$ cat src/rtl/dvdsc_pkg.sv
// Shared constants, result kind codes and helpers for the DVD sector classifier.
package dvdsc_pkg;

  localparam int SECTOR_BYTES       = 2048;
  localparam int AUDIO_STREAMS      = 8;
  localparam int SUBPICTURE_STREAMS = 32;

  localparam int OFF_W = $clog2(SECTOR_BYTES);

  typedef enum logic [2:0] {
    KIND_NAV     = 3'd0,
    KIND_VIDEO   = 3'd1,
    KIND_AUDIO   = 3'd2,
    KIND_SUBPIC  = 3'd3,
    KIND_OTHER   = 3'd4,
    KIND_NO_UNIT = 3'd5
  } kind_t;

  localparam logic [7:0] ID_PRIVATE_1  = 8'hBD;
  localparam logic [7:0] ID_SYS_HEADER = 8'hBB;
  localparam logic [7:0] ID_PRIVATE_2  = 8'hBF;
  localparam logic [7:0] ID_PACK       = 8'hBA;
  localparam logic [7:0] ID_VIDEO_LO   = 8'hE0;
  localparam logic [7:0] ID_VIDEO_HI   = 8'hEF;
  localparam logic [7:0] ID_AUDIO_LO   = 8'hC0;
  localparam logic [7:0] ID_AUDIO_HI   = 8'hDF;
  localparam logic [7:0] SUB_SPU_LO    = 8'h20;
  localparam logic [7:0] SUB_SPU_HI    = 8'h3F;
  localparam logic [2:0] FRAME_B       = 3'd3;
  localparam logic [2:0] FRAME_NONE    = 3'd0;
  localparam logic [2:0] MASK_FULL     = 3'b111;
  localparam logic [31:0] PIC_START    = 32'h0000_0100;

  function automatic logic [2:0] lowest_clear(input logic [2:0] mask);
    logic [2:0] r;
    if (!mask[0])      r = 3'b001;
    else if (!mask[1]) r = 3'b010;
    else if (!mask[2]) r = 3'b100;
    else               r = 3'b000;
    return r;
  endfunction

  // Expected value of a byte at a fixed nav pack position; other positions accept any value.
  function automatic logic nav_byte_ok(input logic [OFF_W-1:0] off, input logic [7:0] b);
    logic ok;
    case (off)
      11'd0, 11'd1, 11'd14, 11'd15, 11'h26, 11'h27, 11'h400, 11'h401: ok = (b == 8'h00);
      11'd2, 11'd16, 11'h28, 11'h402:                                 ok = (b == 8'h01);
      11'd3:                                                          ok = (b == ID_PACK);
      11'd4:                                                          ok = (b[7:6] == 2'b01);
      11'd17:                                                         ok = (b == ID_SYS_HEADER);
      11'h29, 11'h403:                                                ok = (b == ID_PRIVATE_2);
      default:                                                        ok = 1'b1;
    endcase
    return ok;
  endfunction

endpackage

$ cat src/rtl/dvd_sector_stream_classifier.sv
// Top level: byte-serial DVD sector classifier with registered result.
// Usage:
//   Input channel (in_valid/in_ready) carries one program-stream byte per
//   request with the buffer's base sector and a buffer_end flag on its last
//   byte. Every 2048th byte of a sector yields one result request on the
//   output channel (out_valid/out_ready); other bytes yield nothing.
//   A byte is taken every cycle that in_ready is high: all per-byte work is
//   compares and counter updates done in one pass between the accepted byte
//   and the state and result registers. The result is registered and valid
//   in the cycle after the sector's last byte is accepted.
//   The result register holds one result. While it is full and the
//   receiver stalls, bytes keep flowing; only the byte that would complete
//   the next sector needs the slot, so in_ready drops only for that byte
//   until the waiting result is taken.
//   A buffer end in the middle of a sector drops that partial sector.
//   Reset (rst, synchronous) clears counters, unit tracking and the result
//   valid flag; results before the first nav pack report kind 5.
module dvd_sector_stream_classifier #(
  parameter int AUDIO_STREAMS = dvdsc_pkg::AUDIO_STREAMS
) (
  input  logic        clk,
  input  logic        rst,
  input  logic        in_valid,
  output logic        in_ready,
  input  logic [7:0]  data_byte,
  input  logic [31:0] base_sector,
  input  logic        buffer_end,
  output logic        out_valid,
  input  logic        out_ready,
  output logic [2:0]  sector_kind,
  output logic [4:0]  stream_number,
  output logic [31:0] offset_in_unit,
  output logic        first_of_stream,
  output logic        id_out_of_range,
  output logic [2:0]  refs_marked_now,
  output logic [2:0]  refs_confirmed
);

  localparam int OW = dvdsc_pkg::OFF_W;
  localparam logic [OW-1:0] LAST_OFF = OW'(dvdsc_pkg::SECTOR_BYTES - 1);

  logic [OW-1:0] byte_offset, byte_offset_next;
  logic [31:0]   sector_index, sector_index_next;
  logic [39:0]   byte_history;
  logic [39:0]   header_fields, header_fields_next;
  logic          nav_match, nav_match_next;
  logic [31:0]   unit_start, unit_start_next;
  logic          unit_open, unit_open_next;
  logic [AUDIO_STREAMS-1:0] audio_seen, audio_seen_next;
  logic [31:0]   subpicture_seen, subpicture_seen_next;
  logic          video_seen, video_seen_next;
  logic [2:0]    last_frame_type, last_frame_type_next;
  logic [2:0]    ref_confirmed_mask, ref_confirmed_mask_next;
  logic          scan_on, scan_on_next;
  logic [2:0]    work_mask, work_mask_next;
  logic [2:0]    work_type, work_type_next;
  logic [2:0]    marks_now, marks_now_next;

  logic          in_acc, sector_done;
  logic [2:0]    r_kind, r_marked;
  logic [4:0]    r_num;
  logic [31:0]   r_offs;
  logic          r_first, r_oor;

  // only the sector's last byte needs a free result slot
  assign in_ready    = !out_valid || out_ready || (byte_offset != LAST_OFF);
  assign in_acc      = in_valid && in_ready;
  assign sector_done = in_acc && (byte_offset == LAST_OFF);

  always_comb begin
    logic [7:0]  b, hlen, stream, sub, p;
    logic [11:0] sub_pos;
    logic [16:0] endc;
    logic [2:0]  slot;
    logic [31:0] sector, aud32;
    logic [4:0]  num;
    b = data_byte;
    slot = '0;
    nav_match_next     = nav_match;
    header_fields_next = header_fields;
    scan_on_next       = scan_on;
    work_mask_next     = work_mask;
    work_type_next     = work_type;
    marks_now_next     = marks_now;
    if (byte_offset == '0) begin
      nav_match_next     = 1'b1;
      header_fields_next = '0;
      scan_on_next       = 1'b0;
      work_mask_next     = ref_confirmed_mask;
      work_type_next     = last_frame_type;
      marks_now_next     = '0;
    end
    if (!dvdsc_pkg::nav_byte_ok(byte_offset, b)) nav_match_next = 1'b0;

    hlen    = header_fields_next[15:8];
    sub_pos = 12'd23 + {4'd0, hlen};
    if (byte_offset == 11'd17) header_fields_next[7:0]   = b;
    if (byte_offset == 11'd18) header_fields_next[39:32] = b;
    if (byte_offset == 11'd19) header_fields_next[31:24] = b;
    if (byte_offset == 11'd22) header_fields_next[15:8]  = b;
    if (byte_offset > 11'd22 && {1'b0, byte_offset} == sub_pos)
      header_fields_next[23:16] = b;

    if (byte_offset == 11'd17 && b >= dvdsc_pkg::ID_VIDEO_LO && b <= dvdsc_pkg::ID_VIDEO_HI
        && unit_open && work_mask_next != dvdsc_pkg::MASK_FULL) begin
      scan_on_next = 1'b1;
      if (work_type_next != dvdsc_pkg::FRAME_B)
        marks_now_next = dvdsc_pkg::lowest_clear(work_mask_next);
    end

    // picture start code: 00 00 01 00, then the type sits two bytes on
    endc = 17'd20 + {1'b0, header_fields_next[39:24]};
    if (endc > 17'(dvdsc_pkg::SECTOR_BYTES)) endc = 17'(dvdsc_pkg::SECTOR_BYTES);
    if (scan_on_next && byte_offset >= 11'd23 && {1'b0, byte_offset} >= sub_pos
        && ({6'd0, byte_offset} + 17'd7) < endc
        && byte_history[39:8] == dvdsc_pkg::PIC_START) begin
      if (work_type_next != dvdsc_pkg::FRAME_B && work_type_next != dvdsc_pkg::FRAME_NONE) begin
        slot           = dvdsc_pkg::lowest_clear(work_mask_next);
        work_mask_next = work_mask_next | slot;
        marks_now_next = marks_now_next | slot;
      end
      work_type_next = b[5:3];
    end

    unit_start_next         = unit_start;
    unit_open_next          = unit_open;
    audio_seen_next         = audio_seen;
    subpicture_seen_next    = subpicture_seen;
    video_seen_next         = video_seen;
    last_frame_type_next    = last_frame_type;
    ref_confirmed_mask_next = ref_confirmed_mask;

    sector   = base_sector + sector_index;
    r_offs   = sector - unit_start;
    stream   = header_fields_next[7:0];
    sub      = header_fields_next[23:16];
    p        = stream;
    r_kind   = dvdsc_pkg::KIND_OTHER;
    r_num    = '0;
    r_first  = 1'b0;
    r_oor    = 1'b0;
    r_marked = '0;
    num      = '0;
    aud32    = 32'(audio_seen);
    if (nav_match_next) begin
      r_kind = dvdsc_pkg::KIND_NAV;
      r_offs = '0;
      unit_start_next         = sector;
      unit_open_next          = 1'b1;
      audio_seen_next         = '0;
      subpicture_seen_next    = '0;
      video_seen_next         = 1'b0;
      last_frame_type_next    = dvdsc_pkg::FRAME_NONE;
      ref_confirmed_mask_next = '0;
    end else if (!unit_open) begin
      r_kind = dvdsc_pkg::KIND_NO_UNIT;
      r_offs = '0;
    end else begin
      if (p >= dvdsc_pkg::ID_VIDEO_LO && p <= dvdsc_pkg::ID_VIDEO_HI)
        r_kind = dvdsc_pkg::KIND_VIDEO;
      else if (p >= dvdsc_pkg::ID_AUDIO_LO && p <= dvdsc_pkg::ID_AUDIO_HI)
        r_kind = dvdsc_pkg::KIND_AUDIO;
      else if (p == dvdsc_pkg::ID_PRIVATE_1) begin
        p = sub;
        if ((p >= 8'h80 && p <= 8'h8F) || (p >= 8'hA0 && p <= 8'hA7) ||
            (p >= dvdsc_pkg::ID_AUDIO_LO && p <= dvdsc_pkg::ID_AUDIO_HI))
          r_kind = dvdsc_pkg::KIND_AUDIO;
        else if (p >= dvdsc_pkg::SUB_SPU_LO && p <= dvdsc_pkg::SUB_SPU_HI)
          r_kind = dvdsc_pkg::KIND_SUBPIC;
      end
      case (r_kind)
        dvdsc_pkg::KIND_VIDEO: begin
          r_num           = 5'(p - dvdsc_pkg::ID_VIDEO_LO);
          r_first         = !video_seen;
          video_seen_next = 1'b1;
          if (scan_on_next) begin
            last_frame_type_next    = work_type_next;
            ref_confirmed_mask_next = work_mask_next;
            r_marked                = marks_now_next;
          end
        end
        dvdsc_pkg::KIND_AUDIO: begin
          if (p >= 8'h80 && p <= 8'h87)      num = 5'(p - 8'h80);
          else if (p >= 8'h88 && p <= 8'h8F) num = 5'(p - 8'h88);
          else if (p >= 8'hA0 && p <= 8'hBF) num = 5'(p - 8'hA0);
          else                               num = 5'(p - dvdsc_pkg::ID_AUDIO_LO);
          r_num = num;
          if (32'(num) >= 32'(AUDIO_STREAMS)) r_oor = 1'b1;
          else begin
            r_first         = !aud32[num];
            audio_seen_next = audio_seen | AUDIO_STREAMS'(32'd1 << num);
          end
        end
        dvdsc_pkg::KIND_SUBPIC: begin
          num                  = 5'(p - dvdsc_pkg::SUB_SPU_LO);
          r_num                = num;
          r_first              = !subpicture_seen[num];
          subpicture_seen_next = subpicture_seen | (32'd1 << num);
        end
        default: ;
      endcase
    end

    if (byte_offset == LAST_OFF) begin
      byte_offset_next  = '0;
      sector_index_next = sector_index + 32'd1;
    end else begin
      byte_offset_next  = byte_offset + OW'(1);
      sector_index_next = sector_index;
    end
    if (buffer_end) begin
      byte_offset_next  = '0;
      sector_index_next = '0;
    end
  end

  always_ff @(posedge clk) begin
    if (rst) begin
      byte_offset        <= '0;
      sector_index       <= '0;
      byte_history       <= '0;
      header_fields      <= '0;
      nav_match          <= 1'b1;
      unit_start         <= '0;
      unit_open          <= 1'b0;
      audio_seen         <= '0;
      subpicture_seen    <= '0;
      video_seen         <= 1'b0;
      last_frame_type    <= dvdsc_pkg::FRAME_NONE;
      ref_confirmed_mask <= '0;
      scan_on            <= 1'b0;
      work_mask          <= '0;
      work_type          <= '0;
      marks_now          <= '0;
      out_valid          <= 1'b0;
    end else begin
      if (in_acc) begin
        byte_offset   <= byte_offset_next;
        sector_index  <= sector_index_next;
        byte_history  <= {byte_history[31:0], data_byte};
        header_fields <= header_fields_next;
        nav_match     <= nav_match_next;
        scan_on       <= scan_on_next;
        work_mask     <= work_mask_next;
        work_type     <= work_type_next;
        marks_now     <= marks_now_next;
      end
      if (sector_done) begin
        unit_start         <= unit_start_next;
        unit_open          <= unit_open_next;
        audio_seen         <= audio_seen_next;
        subpicture_seen    <= subpicture_seen_next;
        video_seen         <= video_seen_next;
        last_frame_type    <= last_frame_type_next;
        ref_confirmed_mask <= ref_confirmed_mask_next;
      end
      if (sector_done)    out_valid <= 1'b1;
      else if (out_ready) out_valid <= 1'b0;
    end
  end

  always_ff @(posedge clk) begin
    if (sector_done) begin
      sector_kind     <= r_kind;
      stream_number   <= r_num;
      offset_in_unit  <= r_offs;
      first_of_stream <= r_first;
      id_out_of_range <= r_oor;
      refs_marked_now <= r_marked;
      refs_confirmed  <= ref_confirmed_mask_next;
    end
  end

  a_nav_offset_zero: assert property (@(posedge clk) disable iff (rst)
    out_valid && sector_kind == dvdsc_pkg::KIND_NAV |-> offset_in_unit == '0)
    else $error("nav result with nonzero offset");

  a_no_unit_quiet: assert property (@(posedge clk) disable iff (rst)
    out_valid && sector_kind == dvdsc_pkg::KIND_NO_UNIT
    |-> !first_of_stream && refs_marked_now == '0 && offset_in_unit == '0)
    else $error("result before first nav pack carries data");

  a_oor_audio: assert property (@(posedge clk) disable iff (rst)
    out_valid && id_out_of_range |-> sector_kind == dvdsc_pkg::KIND_AUDIO && !first_of_stream)
    else $error("out-of-range flag on non-audio or first-seen result");

  a_buffer_end_restart: assert property (@(posedge clk) disable iff (rst)
    in_acc && buffer_end |=> byte_offset == '0 && sector_index == '0)
    else $error("buffer end did not restart sector counters");

endmodule
$ cat config.mk
export PLATFORM = sky130hd
export DESIGN_NAME = dvd_sector_stream_classifier
export DESIGN_NICKNAME = d
export VERILOG_FILES = /design/src/rtl/dvdsc_pkg.sv /design/src/rtl/dvd_sector_stream_classifier.sv
export SDC_FILE = /design/constraint.sdc
export NUM_CORES = 1
export LEC_CHECK = 0
export BUFFER_PORTS_ARGS = -buffer_cell sky130_fd_sc_hd__buf_4
export CAP_MARGIN = 20
export CORE_MARGIN = 2
export CORE_UTILIZATION = 25
export CTS_CLUSTER_SIZE = 10
export DETAILED_ROUTE_END_ITERATION = 10
export SYNTH_ARGS = -nofsm -noshare
export SYNTH_HDL_FRONTEND = slang
export SYNTH_SLANG_ARGS = --single-unit
$ cat constraint.sdc
create_clock -name clk -period 6.63 [get_ports clk]
set_clock_uncertainty 0.05 [all_clocks]
set_input_delay 0.663 -clock clk [delete_from_list [all_inputs] [get_ports clk]]
set_output_delay 0.663 -clock clk [all_outputs]
set_load 0.05 [all_outputs]
==> run_results.csv <==
group,metric,value,unit
sta,hold_viol,0,
critical_path,worst_path_max_delay_cell,"or4b_1",
global_route,grt_pass1_vias,14300,
die,die_h,255,um
placement,port_buffers,94,
global_route,met3_usage,0.0222,
clock_network,root_buffer,"clkbuf_16",
global_route,gr-total-overflow,0,
synthesis,synth-seq-cells,263,
global_route,busiest_layer,"met2",
clock_network,clk_latency,0.55,ns
die,row_count,92,
clock_network,clk_path_buf_depth,3,
route,num_vias,14400,
die,die_area,65000,sq um
placement,routabilityCongestion,0.901,
global_route,antenna_found_initial,0,
final_layout,stdcell_count,2888,
power,peakVddDrop,169,uV
route,dr.pass1.iters,5,
synthesis,synth_cell_type_count,84,
sta,period_needed,6.25,ns
die,io_pins,95,
synthesis,yosys-top-cells-area,"dfxtp_1 27%, edfxtp_1 9.2%, ha_1 7.3%",
critical_path,critPathLaunchType,"flop",
final_layout,final_util,0.297,
die,start_util,0.251,
power,fin_total_pwr,3.81,mW
sta,slew_headroom,0.476,
critical_path,critPathBufInv,1,
critical_path,slowest_delay,0.59,ns
clock_network,cts_buffers,34,
global_route,grt_util_met2,0.249,
global_route,grtUsageMet1,0.183,
synthesis,synth_top_area_frac,0.273,
die,fp.dieW,255,um
sta,fin_ws,0.379,ns
route,totalWireLength,47500,um
clock_network,cts.htree.levels,2,
synthesis,synth_top_flop_cell,"dfxtp_1",
sta,fin_tns_setup,0,ns
final_layout,syn2layout_area_growth,18.2,%
critical_path,crit_chain,"or4b_1, nor3_2, nor2_1, buf_4, a22o_1, ha_1, a41o_1, a31oi_4, o21a_1, o211ai_1, or4_1, a21oi_1, or3b_2, ha_1, a21o_1, a211oi_1, a21oi_1, nor4_2, nand2_1, o31ai_4, a21boi_4, a41oi_1, o31ai_1",
synthesis,avgSynthCellArea,8.12,sq um
route,vias_per_cell,4.99,
route,drt_iter0_drc,948,
worst_hold_path,hp-class,"in2reg",
global_route,grt_first_pass_wirelength,76100,um
power,p_leak,6.68,nW
critical_path,critical_path_arrival,6.56,ns
die,coreArea,62600,sq um
global_route,track_usage,0.145,
synthesis,yosys.area.top_type,"dfxtp_1",
sta,max_freq,160,MHz
synthesis,ys_async_sr_fraction,0,
sta,tightestPinTransition,0.776,ns
placement,pre_cts_ws,0.0759,ns
route,wl_per_cell,16.4,um
final_layout,nNetsFinal,2156,
synthesis,syn_nets,2078,
sta,setup_viol,0,
sta,slew_viol_final,0,
synthesis,synth_commonest_cells,"277 x nand2_1, 251 x nor2_1, 215 x dfxtp_1, 172 x a21oi_1, 92 x ha_1",
global_route,grt_max_degree,65,
synthesis,synth_edf_count,48,
final_layout,n_antenna_cell,0,
critical_path,worstPathMaxFanout,6,
power,power_per_cell_area,205,nW/um^2
route,drtAntennaViolNets,0,
synthesis,syn_inst,1939,
critical_path,end_kind,"flop",
route,drc,0,
clock_network,cts_sinks,263,
critical_path,crit_type,"reg2reg",
status,status,"completed",
sta,finalCritPeriodShare,0.943,
critical_path,crit_required,6.94,ns
run,drv_cap,0,
clock_network,clk_pin_slew_worst_paths,0.06,ns
synthesis,yosys_warnings,0,
synthesis,synth_seq_area_share,0.365,
placement,dp_hpwl,34300,um
synthesis,post-synth-top-count-cell,"nand2_1",
placement,dp.cells,2823,
synthesis,netlist_area,15700,sq um
critical_path,cp_top_family,"compound AO/OA/AOI/OAI gates",
clock_network,cts_tree,"built",
final_layout,drive_above_1_share,0.111,
-- sequential cells by signal, summed over array words and instances (netlist names), 3 cells and up --
| name | flops |
|---|---|
| byte_history | 40 |
| header_fields | 40 |
| offset_in_unit | 32 |
| sector_index | 32 |
| subpicture_seen | 32 |
| unit_start | 32 |
| byte_offset | 11 |
| audio_seen | 8 |
| stream_number | 5 |
| last_frame_type | 3 |
| marks_now | 3 |
| ref_confirmed_mask | 3 |
| refs_confirmed | 3 |
| refs_marked_now | 3 |
| sector_kind | 3 |
| work_mask | 3 |
| work_type | 3 |
-- per-stage QoR --
stage               hold slack [ns]  area [sq um]
floorplan                     0.375         15800
global placement              0.385         17400
detailed placement            0.393         17400
CTS                           0.372         18500
global route                  0.424         18600
finish                        0.384         18600
-- cell type report --
| cell class | count | area [sq um] |
|---|---|---|
| Fill cell | 6689 | 44000 |
| Multi-Input combinational cell | 1513 | 9410 |
| Sequential cell | 263 | 5750 |
| Timing Repair Buffer | 142 | 1070 |
| Tap cell | 846 | 1060 |
| Clock buffer | 58 | 1050 |
| Inverter | 63 | 236 |
| Clock inverter | 3 | 40.0 |
-- kinds of logic (layout without fill, tap and decap cells) --
group	after synthesis	count (layout)	synth area share
adder cells (fa/ha/maj)	94	94	0.0757
buffers and inverters	163	266	0.0412
flip-flops	263	263	0.365
AO/OA/AOI/OAI	480	480	0.200
XOR/XNOR	108	108	0.0601
AND/OR/NAND/NOR	785	785	0.228
multiplexers	46	46	0.0300
-- where the power goes --
group          switching [mW]  internal, mW
sequential             0.0111          1.63
combinational           0.216         0.115
clock                   0.721          1.11
total                   0.948          2.86
-- per-layer routing --
metal  vias up  routed length [um]
met5         -                   0
met4         0                1590
met3       110                2190
met2       384               22500
met1      6854               21200
li1       7075                   -
-- path summary, 6_finish.rpt --
| kind | from | to | slack (ns) | cells past startpoint |
|---|---|---|---|---|
| setup / recovery | byte_offset[3] | refs_marked_now[0] | 0.38 | 23 |
| hold / removal | out_ready | out_valid | 0.38 | 4 |
| setup reg to reg | byte_offset[3] | refs_marked_now[0] | 0.38 | 23 |
| hold reg to reg | unit_start[28] | unit_start[28] | 0.40 | 2 |
-- worst min-delay path: stages --
cell     delay (ns)
buf_4          0.07
nor2b_1        0.06
nor2_1         0.10
nor2_1         0.04
-- placed cells by master, fill, tap and decap left out, types with 6 or more instances in the layout --
cell type / netlist / final
nor3b_1: 8 / 7
clkbuf_1: 81 / 18
edfxtp_1: 48 / 48
and4_1: 8 / 8
mux2_2: 10 / 10
and2_1: 11 / 10
o21ai_0: 59 / 59
nor2_1: 251 / 250
nand2b_1: 19 / 19
xnor2_1: 50 / 50
a21oi_1: 172 / 172
inv_1: 63 / 62
a31oi_1: 23 / 22
nor4_1: 23 / 22
a211oi_1: 33 / 31
o31ai_1: 8 / 8
o21a_1: 21 / 21
or3_1: 18 / 18
mux2i_1: 36 / 36
ha_1: 92 / 92
buf_4: 2 / 142
o21bai_1: 8 / 8
a21o_1: 34 / 34
nand3_1: 55 / 55
dfxtp_1: 215 / 215
o211ai_1: 9 / 9
nor2b_1: 14 / 14
nand2_1: 277 / 276
and3_1: 23 / 23
clkbuf_16: 0 / 38
nor3_1: 23 / 22
o22ai_1: 6 / 6
xor2_1: 58 / 58
a22oi_1: 39 / 39
nand4_1: 31 / 31
-- what timing repair did --
action                                  4_1_cts  5_1_grt
pin swaps                                     0        2
hold buffers                                  0        0
endpoints found under the hold margin         0        0
setup buffers                                 0        4
endpoints found under the setup margin        1       15
resized for setup                             1        6
Power figures use the tool's default switching activity.
